<file path="config.mk">
export PLATFORM = sky130hd
export DESIGN_NAME = radix_string_to_saturating_integer_core_flat
export DESIGN_NICKNAME = d
export VERILOG_FILES = /design/src/rtl/rs2si_pkg.sv /design/src/rtl/rs2si_if.sv /design/src/rtl/rs2si_front.sv /design/src/rtl/rs2si_queue.sv /design/src/rtl/rs2si_back.sv /design/src/rtl/radix_string_to_saturating_integer_core.sv /design/src/flat_wrapper.sv
export SDC_FILE = /design/constraint.sdc
export NUM_CORES = 1
export LEC_CHECK = 0
export BUFFER_PORTS_ARGS = -buffer_cell sky130_fd_sc_hd__buf_2
export CORE_ASPECT_RATIO = 1.4
export CORE_MARGIN = 3
export CORE_UTILIZATION = 45
export DETAILED_ROUTE_END_ITERATION = 8
export PLACE_DENSITY = 0.66
export SETUP_SLACK_MARGIN = 0.02
export SLEW_MARGIN = 10
export SYNTH_ARGS = -nofsm -noshare
export SYNTH_HDL_FRONTEND = slang
export SYNTH_SLANG_ARGS = --single-unit
</file>
<file path="constraint.sdc">
create_clock -name clk -period 16.6 [get_ports clk]
set_clock_uncertainty 0.2 [all_clocks]
set_input_delay 1.66 -clock clk [delete_from_list [all_inputs] [get_ports clk]]
set_output_delay 1.66 -clock clk [all_outputs]
set_load 0.05 [all_outputs]
</file>
<file path="src/rtl/rs2si_pkg.sv">
// ============================================================================
// rs2si_pkg: shared types and constants of the radix string parser
// Character codes, register indexes, the queue item format and the digit
// decoder that turns a character into its digit value.
// ============================================================================
`default_nettype none

package rs2si_pkg;

  // Configuration register indexes.
  localparam logic REG_RADIX       = 1'b0;
  localparam logic REG_SIGNED_MODE = 1'b1;

  // Register widths and reset values.
  localparam int unsigned RADIX_W     = 6;
  localparam int unsigned CHAR_W      = 8;
  localparam int unsigned VALUE_W     = 64;
  localparam int unsigned CFG_DATA_W  = RADIX_W;
  localparam logic [RADIX_W-1:0] RADIX_RESET = 6'd10;
  localparam logic RADIX_SIGNED_RESET        = 1'b1;

  // Valid radix range.
  localparam logic [RADIX_W-1:0] RADIX_MIN = 6'd2;
  localparam logic [RADIX_W-1:0] RADIX_MAX = 6'd36;

  // Digit value given to a character that is not a digit at all.
  localparam logic [RADIX_W-1:0] DIGIT_NONE = 6'd36;

  // Character codes.
  localparam logic [CHAR_W-1:0] CHAR_NUL   = 8'h00;
  localparam logic [CHAR_W-1:0] CHAR_PLUS  = 8'h2B;
  localparam logic [CHAR_W-1:0] CHAR_MINUS = 8'h2D;
  localparam logic [CHAR_W-1:0] CHAR_ZERO  = 8'h30;
  localparam logic [CHAR_W-1:0] CHAR_NINE  = 8'h39;
  localparam logic [CHAR_W-1:0] CHAR_UC_A  = 8'h41;
  localparam logic [CHAR_W-1:0] CHAR_UC_Z  = 8'h5A;
  localparam logic [CHAR_W-1:0] CHAR_LC_A  = 8'h61;
  localparam logic [CHAR_W-1:0] CHAR_LC_Z  = 8'h7A;
  localparam logic [CHAR_W-1:0] LETTER_OFS = 8'd10;

  // Saturation patterns.
  localparam logic [VALUE_W-1:0] VALUE_ALL_ONES = {VALUE_W{1'b1}};
  localparam logic [VALUE_W-1:0] VALUE_INT_MIN  = {1'b1, {(VALUE_W-1){1'b0}}};
  localparam logic [VALUE_W-1:0] VALUE_INT_MAX  = {1'b0, {(VALUE_W-1){1'b1}}};

  // Queue depth between classifier and execution stage.
  localparam int unsigned QDEPTH   = 2;
  localparam int unsigned QPTR_W   = 1;
  localparam int unsigned QCOUNT_W = 2;

  // Configuration as seen by the execution stage.
  typedef struct packed {
    logic [RADIX_W-1:0] radix;
    logic               signed_mode;
  } cfg_t;

  // One classified character.
  typedef struct packed {
    logic               term;
    logic               plus;
    logic               minus;
    logic [RADIX_W-1:0] digit;
  } qitem_t;

  // Digit value of a character: 0-9, letters 10-35, anything else 36.
  function automatic logic [RADIX_W-1:0] digit_of(input logic [CHAR_W-1:0] c);
    logic [CHAR_W-1:0] d;
    d = CHAR_W'(DIGIT_NONE);
    if (c inside {[CHAR_ZERO:CHAR_NINE]}) begin
      d = c - CHAR_ZERO;
    end else if (c inside {[CHAR_LC_A:CHAR_LC_Z]}) begin
      d = c - CHAR_LC_A + LETTER_OFS;
    end else if (c inside {[CHAR_UC_A:CHAR_UC_Z]}) begin
      d = c - CHAR_UC_A + LETTER_OFS;
    end
    return d[RADIX_W-1:0];
  endfunction

endpackage

`default_nettype wire

</file>
<file path="src/rtl/rs2si_if.sv">
// ============================================================================
// rs2si_if: valid/ready channels of the radix string parser
// The character channel carries one input character per transfer, the value
// channel one parsed 64-bit result per transfer.
// ============================================================================
`default_nettype none

interface rs2si_char_if;
  logic       valid;
  logic       ready;
  logic [7:0] char_code;

  modport source (output valid, output char_code, input ready);
  modport sink   (input valid, input char_code, output ready);
endinterface

interface rs2si_value_if;
  logic        valid;
  logic        ready;
  logic [63:0] value;

  modport source (output valid, output value, input ready);
  modport sink   (input valid, input value, output ready);
endinterface

`default_nettype wire

</file>
<file path="src/rtl/rs2si_front.sv">
// ============================================================================
// rs2si_front: character classifier
// Accepts characters and turns each into a queue item: terminator, sign
// flags and digit value.
// ============================================================================
`default_nettype none

module rs2si_front (
  rs2si_char_if.sink          in_ch,
  output logic                push_valid,
  output rs2si_pkg::qitem_t   push_item,
  input  logic                push_ready
);

  assign in_ch.ready = push_ready;
  assign push_valid  = in_ch.valid;

  always_comb begin
    push_item.term  = (in_ch.char_code == rs2si_pkg::CHAR_NUL);
    push_item.plus  = (in_ch.char_code == rs2si_pkg::CHAR_PLUS);
    push_item.minus = (in_ch.char_code == rs2si_pkg::CHAR_MINUS);
    push_item.digit = rs2si_pkg::digit_of(in_ch.char_code);
  end

endmodule

`default_nettype wire

</file>
<file path="src/rtl/rs2si_queue.sv">
// ============================================================================
// rs2si_queue: two-entry item queue
// Decouples the classifier from the execution stage so that each side can
// stall on its own. Push and pop may happen in the same cycle.
// ============================================================================
`default_nettype none

module rs2si_queue (
  input  logic                clk,
  input  logic                rst_n,
  input  logic                push_valid,
  input  rs2si_pkg::qitem_t   push_item,
  output logic                push_ready,
  output logic                pop_valid,
  output rs2si_pkg::qitem_t   pop_item,
  input  logic                pop_ready
);

  rs2si_pkg::qitem_t                       mem [rs2si_pkg::QDEPTH];
  logic [rs2si_pkg::QPTR_W-1:0]            wr_ptr_r, wr_ptr_nxt;
  logic [rs2si_pkg::QPTR_W-1:0]            rd_ptr_r, rd_ptr_nxt;
  logic [rs2si_pkg::QCOUNT_W-1:0]          count_r, count_nxt;
  logic                                    do_push, do_pop;

  assign push_ready = (count_r != rs2si_pkg::QCOUNT_W'(rs2si_pkg::QDEPTH));
  assign pop_valid  = (count_r != '0);
  assign pop_item   = mem[rd_ptr_r];
  assign do_push    = push_valid && push_ready;
  assign do_pop     = pop_valid && pop_ready;

  always_comb begin
    wr_ptr_nxt = do_push ? wr_ptr_r + 1'b1 : wr_ptr_r;
    rd_ptr_nxt = do_pop  ? rd_ptr_r + 1'b1 : rd_ptr_r;
    count_nxt  = count_r;
    if (do_push && !do_pop) begin
      count_nxt = count_r + 1'b1;
    end else if (do_pop && !do_push) begin
      count_nxt = count_r - 1'b1;
    end
  end

  always_ff @(posedge clk) begin
    if (!rst_n) begin
      wr_ptr_r <= '0;
      rd_ptr_r <= '0;
      count_r  <= '0;
    end else begin
      wr_ptr_r <= wr_ptr_nxt;
      rd_ptr_r <= rd_ptr_nxt;
      count_r  <= count_nxt;
    end
  end

  always_ff @(posedge clk) begin
    if (do_push) begin
      mem[wr_ptr_r] <= push_item;
    end
  end

endmodule

`default_nettype wire

</file>
<file path="src/rtl/rs2si_back.sv">
// ============================================================================
// rs2si_back: accumulator and result stage
// Applies one queued item per cycle to the parse state (a terminator waits
// for a free output register), runs the multiply-accumulate with overflow
// detection and formats the result into the output register on a terminator.
// ============================================================================
`default_nettype none

module rs2si_back (
  input  logic                clk,
  input  logic                rst_n,
  input  rs2si_pkg::cfg_t     cfg,
  input  logic                pop_valid,
  input  rs2si_pkg::qitem_t   pop_item,
  output logic                pop_ready,
  rs2si_value_if.source       out_ch
);

  localparam int unsigned MAC_W = rs2si_pkg::VALUE_W + rs2si_pkg::RADIX_W;

  logic [rs2si_pkg::VALUE_W-1:0] acc_r, acc_nxt;
  logic                          first_r, first_nxt;
  logic                          neg_r, neg_nxt;
  logic                          stop_r, stop_nxt;
  logic                          ovf_r, ovf_nxt;
  logic                          out_valid_r, out_valid_nxt;
  logic [rs2si_pkg::VALUE_W-1:0] out_value_r;
  logic [rs2si_pkg::VALUE_W-1:0] final_value;
  logic [MAC_W-1:0]              mac;
  logic                          slot_free, do_pop, radix_ok;

  assign slot_free = !out_valid_r || out_ch.ready;
  assign pop_ready = !pop_item.term || slot_free;
  assign do_pop    = pop_valid && pop_ready;

  assign out_ch.valid = out_valid_r;
  assign out_ch.value = out_value_r;

  // Narrow-by-wide multiply plus digit; any bit at 64 or above is an overflow.
  assign mac = MAC_W'(acc_r) * MAC_W'(cfg.radix) + MAC_W'(pop_item.digit);

  assign radix_ok = (cfg.radix >= rs2si_pkg::RADIX_MIN) &&
                    (cfg.radix <= rs2si_pkg::RADIX_MAX);

  always_comb begin
    final_value = acc_r;
    if (!radix_ok) begin
      final_value = '0;
    end else if (!cfg.signed_mode) begin
      final_value = ovf_r ? rs2si_pkg::VALUE_ALL_ONES : acc_r;
    end else if (neg_r) begin
      if (ovf_r || (acc_r > rs2si_pkg::VALUE_INT_MIN)) begin
        final_value = rs2si_pkg::VALUE_INT_MIN;
      end else begin
        final_value = '0 - acc_r;
      end
    end else if (ovf_r || acc_r[rs2si_pkg::VALUE_W-1]) begin
      final_value = rs2si_pkg::VALUE_INT_MAX;
    end
  end

  always_comb begin
    acc_nxt       = acc_r;
    first_nxt     = first_r;
    neg_nxt       = neg_r;
    stop_nxt      = stop_r;
    ovf_nxt       = ovf_r;
    out_valid_nxt = out_valid_r && !out_ch.ready;
    if (do_pop) begin
      if (pop_item.term) begin
        out_valid_nxt = 1'b1;
        acc_nxt       = '0;
        first_nxt     = 1'b1;
        neg_nxt       = 1'b0;
        stop_nxt      = 1'b0;
        ovf_nxt       = 1'b0;
      end else if (!stop_r) begin
        first_nxt = 1'b0;
        if (first_r && pop_item.plus) begin
          // A leading plus sign is simply consumed.
        end else if (first_r && pop_item.minus && cfg.signed_mode) begin
          neg_nxt = 1'b1;
        end else if (pop_item.digit >= cfg.radix) begin
          stop_nxt = 1'b1;
        end else if (mac[MAC_W-1:rs2si_pkg::VALUE_W] != '0) begin
          ovf_nxt  = 1'b1;
          stop_nxt = 1'b1;
        end else begin
          acc_nxt = mac[rs2si_pkg::VALUE_W-1:0];
        end
      end
    end
  end

  always_ff @(posedge clk) begin
    if (!rst_n) begin
      acc_r       <= '0;
      first_r     <= 1'b1;
      neg_r       <= 1'b0;
      stop_r      <= 1'b0;
      ovf_r       <= 1'b0;
      out_valid_r <= 1'b0;
    end else begin
      acc_r       <= acc_nxt;
      first_r     <= first_nxt;
      neg_r       <= neg_nxt;
      stop_r      <= stop_nxt;
      ovf_r       <= ovf_nxt;
      out_valid_r <= out_valid_nxt;
    end
  end

  always_ff @(posedge clk) begin
    if (do_pop && pop_item.term) begin
      out_value_r <= final_value;
    end
  end

endmodule

`default_nettype wire

</file>
<file path="src/rtl/radix_string_to_saturating_integer_core.sv">
// ============================================================================
// radix_string_to_saturating_integer_core: streaming string-to-integer parser
// Parses a zero-terminated character string in a configurable radix into a
// saturated 64-bit signed or unsigned value, one character per transfer.
// ============================================================================
//
//   Channel  Direction  Payload             Transfers when
//   -------  ---------  ------------------  -----------------------------
//   in_ch    sink       char_code [7:0]     in_ch.valid && in_ch.ready
//   out_ch   source     value [63:0]        out_ch.valid && out_ch.ready
//   cfg      write      cfg_index, cfg_wdata  cfg_we (0: radix, 1: signed mode)
//
// The block takes one character per cycle while the queue has room. A
// terminator is written into the queue; when the execution stage pops it,
// its result enters the output register and can transfer out from there.
// The execution stage handles one queued character every cycle, unless a
// terminator waits for the output, with a single multiply-accumulate step.
// Reset is synchronous and active low; it clears the parse state and sets the
// radix to ten and signed mode on. A stalled output blocking a terminator
// fills the two-entry queue; input ready drops only once the queue is full.
//
`default_nettype none

module radix_string_to_saturating_integer_core (
  input  logic                                 clk,
  input  logic                                 rst_n,
  rs2si_char_if.sink                           in_ch,
  rs2si_value_if.source                        out_ch,
  input  logic                                 cfg_we,
  input  logic                                 cfg_index,
  input  logic [rs2si_pkg::CFG_DATA_W-1:0]     cfg_wdata
);

  // Configuration registers. The user must write them only while no character is
  // in flight (the block does not enforce it); the execution stage reads them directly.
  logic [rs2si_pkg::RADIX_W-1:0] radix_r;
  logic                          signed_mode_r;
  rs2si_pkg::cfg_t               cfg;

  // Classified items between the front and the execution stage.
  logic                          push_valid, push_ready;
  rs2si_pkg::qitem_t             push_item;
  logic                          pop_valid, pop_ready;
  rs2si_pkg::qitem_t             pop_item;

  always_ff @(posedge clk) begin
    if (!rst_n) begin
      radix_r       <= rs2si_pkg::RADIX_RESET;
      signed_mode_r <= rs2si_pkg::RADIX_SIGNED_RESET;
    end else if (cfg_we) begin
      case (cfg_index)
        rs2si_pkg::REG_RADIX: begin
          radix_r <= cfg_wdata[rs2si_pkg::RADIX_W-1:0];
        end
        rs2si_pkg::REG_SIGNED_MODE: begin
          signed_mode_r <= cfg_wdata[0];
        end
        default: begin
        end
      endcase
    end
  end

  assign cfg.radix       = radix_r;
  assign cfg.signed_mode = signed_mode_r;

  // The front classifies each character as it is transferred.
  rs2si_front u_front (
    .in_ch      (in_ch),
    .push_valid (push_valid),
    .push_item  (push_item),
    .push_ready (push_ready)
  );

  // A short queue lets the front keep accepting while a result waits.
  rs2si_queue u_queue (
    .clk        (clk),
    .rst_n      (rst_n),
    .push_valid (push_valid),
    .push_item  (push_item),
    .push_ready (push_ready),
    .pop_valid  (pop_valid),
    .pop_item   (pop_item),
    .pop_ready  (pop_ready)
  );

  // The execution stage accumulates digits and produces the final value.
  rs2si_back u_back (
    .clk       (clk),
    .rst_n     (rst_n),
    .cfg       (cfg),
    .pop_valid (pop_valid),
    .pop_item  (pop_item),
    .pop_ready (pop_ready),
    .out_ch    (out_ch)
  );

endmodule

`default_nettype wire

</file>
<file path="src/flat_wrapper.sv">
// flat-port wrapper written by rule: the top's interface ports become plain ports
module radix_string_to_saturating_integer_core_flat 
  (clk, rst_n, cfg_we, cfg_index, cfg_wdata, in_ch_valid, in_ch_char_code, in_ch_ready, out_ch_valid, out_ch_value, out_ch_ready);
  rs2si_char_if in_ch_i ();
  rs2si_value_if out_ch_i ();
  input  logic clk;
  input  logic rst_n;
  input  logic cfg_we;
  input  logic cfg_index;
  input  logic [rs2si_pkg::CFG_DATA_W-1:0] cfg_wdata;
  input wire logic [$bits(in_ch_i.valid)-1:0] in_ch_valid;
  input wire logic [$bits(in_ch_i.char_code)-1:0] in_ch_char_code;
  output wire logic [$bits(in_ch_i.ready)-1:0] in_ch_ready;
  output wire logic [$bits(out_ch_i.valid)-1:0] out_ch_valid;
  output wire logic [$bits(out_ch_i.value)-1:0] out_ch_value;
  input wire logic [$bits(out_ch_i.ready)-1:0] out_ch_ready;
  assign in_ch_i.valid = in_ch_valid;
  assign in_ch_i.char_code = in_ch_char_code;
  assign in_ch_ready = in_ch_i.ready;
  assign out_ch_valid = out_ch_i.valid;
  assign out_ch_value = out_ch_i.value;
  assign out_ch_i.ready = out_ch_ready;
  radix_string_to_saturating_integer_core u_core (.clk(clk), .rst_n(rst_n), .in_ch(in_ch_i), .out_ch(out_ch_i), .cfg_we(cfg_we), .cfg_index(cfg_index), .cfg_wdata(cfg_wdata));
endmodule
</file>
==> flow_metrics.py <==
metrics = {
    "synth": {
        "synth_top_cell_by_area": "fa_1",
        "synth_edf_count": 82,
        "syn_area_mm2": 0.02201,
        "dominantRegCellSynth": "edfxtp_1",
        "synth_cell_type_count": 77,
        "synth-async-reset-ratio_pct": 0,
        "syn_nets": 2980,
        "yosys_register_bits": 163,
        "synthTopCellsByArea": "fa_1, edfxtp_1, ha_1",
        "yosysSeqAreaShare_pct": 18.56,
        "synthCells": 2544,
        "avgSynthCellArea_um2": 8.651,
        "netlist.area_leader.share_pct": 22.92,
        "yosysWarnings": 0,
    },
    "worst_setup_path": {
        "startpoint_type": "register",
        "worstSetupEndpointType": "register",
        "crit_type": "register to register",
        "arrival_ps": 8390,
        "critPathSlowestCell": "a2111oi_1",
        "critPathTopFamily": "compound AO/OA/AOI/OAI gates",
        "path_cells": "buf_4 -> inv_1 -> nor2_1 -> fa_1 -> fa_1 -> fa_1 -> ha_1 -> ha_1 -> nand4_1 -> nor3_1 -> nand2_1 -> a2111oi_1 -> or3_1 -> mux2i_1 -> a211oi_1 -> o2111a_1 -> a31oi_4 -> buf_4 -> a32o_1",
        "critPathMaxFanout": 52,
        "crit_path_frequent_cell": "fa_1",
        "path_buf_inv": 3,
        "cp.required_ps": 16760,
        "crit_path_max_incr_delay_ps": 810,
    },
    "pwr": {
        "p_switching_w": 0.0007373,
        "p_comb_share_pct": 41.7,
        "switching_share_pct": 45.12,
        "ir_worst_vdd_v": 0.00006986,
        "p_leak_nw": 10.81,
        "intPower_w": 0.0008968,
        "p_clk_share_pct": 26.2,
        "powerDensity_mw_per_mm2": 69.80,
        "power_frac_seq_pct": 32.0,
    },
    "sta": {
        "worst_slack_ps": 8368,
        "fin_crit_sh_pct": 49.59,
        "setup_violations": 0,
        "max_freq_mhz": 121.5,
        "rsz0062_at_grt": "no",
        "hold_viol_final": 0,
        "worst_slew_pin_slew_ps": 1029,
        "maxSlewHeadroom_pct": 31.23,
        "min_period_ps": 8232,
        "slew_viol_final": 0,
        "timing.setup.tns_ps": 0,
    },
    "routing": {
        "wl_per_cell_um": 21.62,
        "via_per_inst": 6.088,
        "drc": 4,
        "drt.antenna.violating_nets": 0,
        "wl_um": 67840,
        "first_iter_violations": 1376,
        "num_vias": 19100,
        "dr.pass1.iters": 7,
    },
    "run_status": {
        "status": "finished with violations",
        "violations": "DRC",
    },
    "floorplan": {
        "rows": 95,
        "io_pins": 86,
        "start_util_pct": 45.72,
        "die_area_mm2": 0.05163,
        "die_y_um": 267.7,
        "core_mm2": 0.04814,
        "die_w_um": 192.9,
    },
    "clock_tree": {
        "ctsResizeCount": 0,
        "cts_tree": "done",
        "htreeDepth": 4,
        "cts_hold_buffers": 0,
        "clock_latency_ps": 460,
        "clock_path_buffers": 2,
        "cts.sinks": 163,
        "cts-root-buf": "clkbuf_16",
        "numCtsBuffers": 17,
        "postCtsSetupBuffers": 0,
        "clk_pin_slew_ps": 80,
    },
    "global_routing": {
        "grt_start_max_net_pins": 68,
        "antenna_found_initial": 3,
        "gr-total-overflow": 0,
        "grt_pass1_wl_um": 109000,
        "grt_pass1_vias": 19990,
        "grt_use_total_pct": 26.95,
    },
    "place": {
        "gp_congestion": 1.012,
        "place_ws_ps": 8448,
        "port_buffers": 85,
        "place_hpwl_um": 51130,
    },
    "cells_and_area": {
        "multi_input_area_mm2": 0.01682,
        "drive_gt1_share_pct": 7.502,
        "fill_cells": 4576,
        "regArea_mm2": 0.004085,
        "syn_to_final_growth_pct": 6.385,
        "nNetsFinal": 2929,
    },
    "min_path": {
        "hold_class": "register to register",
    },
    "job": {
        "drv_cap": 0,
    },
}
-- area by class of cell --
type / instances / area share (%)
diodes: 1 / 0.01069
clock buffers: 17 / 1.817
clock inverters: 15 / 0.8604
inverters: 99 / 1.609
multi-input cells: 2089 / 71.85
flip-flops and latches: 163 / 17.45
well taps: 630 / 3.367
repair buffers: 123 / 3.035
-- final timing paths --
path / from / to / slack (ps) / depth (start not counted)
worst max-delay path: u_core.radix_r[3] / u_core.u_back.acc_r[1] / 8370 / 19
worst max register to register: u_core.radix_r[3] / u_core.u_back.acc_r[1] / 8370 / 19
worst min register to register: u_core.u_back.acc_r[18] / u_core.u_back.acc_r[18] / 300 / 1
worst min-delay path: u_core.u_back.acc_r[18] / u_core.u_back.acc_r[18] / 300 / 1
-- flip-flops by register name, indices dropped and copies added (netlist names), named ones only --
name	count
u_core.u_queue.rd_ptr_r	1
u_core.u_queue.mem	18
u_core.radix_r	6
u_core.u_back.neg_r	1
u_core.u_back.first_r	1
u_core.u_back.out_ch.valid	1
u_core.u_queue.wr_ptr_r	1
u_core.u_back.out_ch.value	64
u_core.u_back.stop_r	1
u_core.u_queue.count_r	2
u_core.u_back.acc_r	64
u_core.signed_mode_r	1
u_core.u_back.ovf_r	1
-- routing by layer --
layer / vias up / track usage [%] / wire length (um)
met4: 0 / 11.19 / 2648
met5: - / 0 / 0
li1: 8712 / - / -
met3: 154 / 3.339 / 4104
met2: 757 / 46.98 / 33910
met1: 9476 / 33.64 / 27170
-- logic make-up (layout without fill, tap and decap cells) --
family          Yosys count  after routing  synth area share (%)
simple gates            991            991                 23.06
compound gates          572            572                 16.41
fa+ha+maj               416            416                 32.25
buf+inv                 292            254                 5.128
flops                   163            163                 18.56
xor+xnor                 78             78                 3.104
mux                      32             32                 1.490
other cells               0              1                     0
-- power groups by stage --
stage                     logic, W  registers, W  clock network, W
after floorplan           0.000378      0.000644                 0
after global placement    0.000662      0.000531                 0
after detailed placement  0.000671      0.000533                 0
after CTS                 0.000675      0.000524          0.000432
after global routing      0.000736      0.000530          0.000446
final                     0.000682      0.000523          0.000429
-- cell usage in the layout, fill, tap and decap left out, types with 7 or more instances in the layout --
cell         n
and2_1     305
fa_1       252
nand2_1    228
nor2_1     211
a21oi_1    174
ha_1       164
o21ai_0    142
inv_1       96
buf_2       85
edfxtp_1    82
dfxtp_1     80
nor3_1      50
xnor2_1     42
buf_4       38
nand4_1     37
xor2_1      36
nand3_1     33
nor4_1      33
a21o_1      33
a31oi_1     32
o2bb2ai_1   32
o21a_1      28
a221oi_1    27
mux2i_1     26
or3_1       19
a211oi_1    18
clkbuf_16   17
nand2b_1    12
o211ai_1    12
and3_1       9
or4_1        9
or2_2        8
o21bai_1     8
clkinv_8     8
nand3b_1     7
nor2b_1      7
-- through the flow --
| step | instances | total power (W) | cell area, um^2 | hold slack [ps] | utilization [%] |
|---|---|---|---|---|---|
| floorplan | 2544 | 0.001023 | 22010 | 248.7 | - |
| global placement | 3104 | 0.001193 | 22780 | 263.2 | 47.32 |
| detailed placement | 3104 | 0.001203 | 22780 | 280.7 | 47.33 |
| CTS | 3136 | 0.001630 | 23410 | 301.1 | 48.63 |
| global route | 3136 | 0.001711 | 23410 | 322.2 | 48.63 |
| finish | 3137 | 0.001634 | 23410 | 303.6 | 48.63 |
-- synthesized netlist by cell type (all sizes together) (36+ instances only) --
library cell,count
nor3,51
nor2,213
xor2,36
and2,307
ha,164
clkbuf,179
fa,252
edfxtp,82
dfxtp,81
xnor2,42
o21ai,144
nand2,229
nand4,37
a21oi,174
inv,97
No activity file was read; power rests on OpenSTA's default activity.
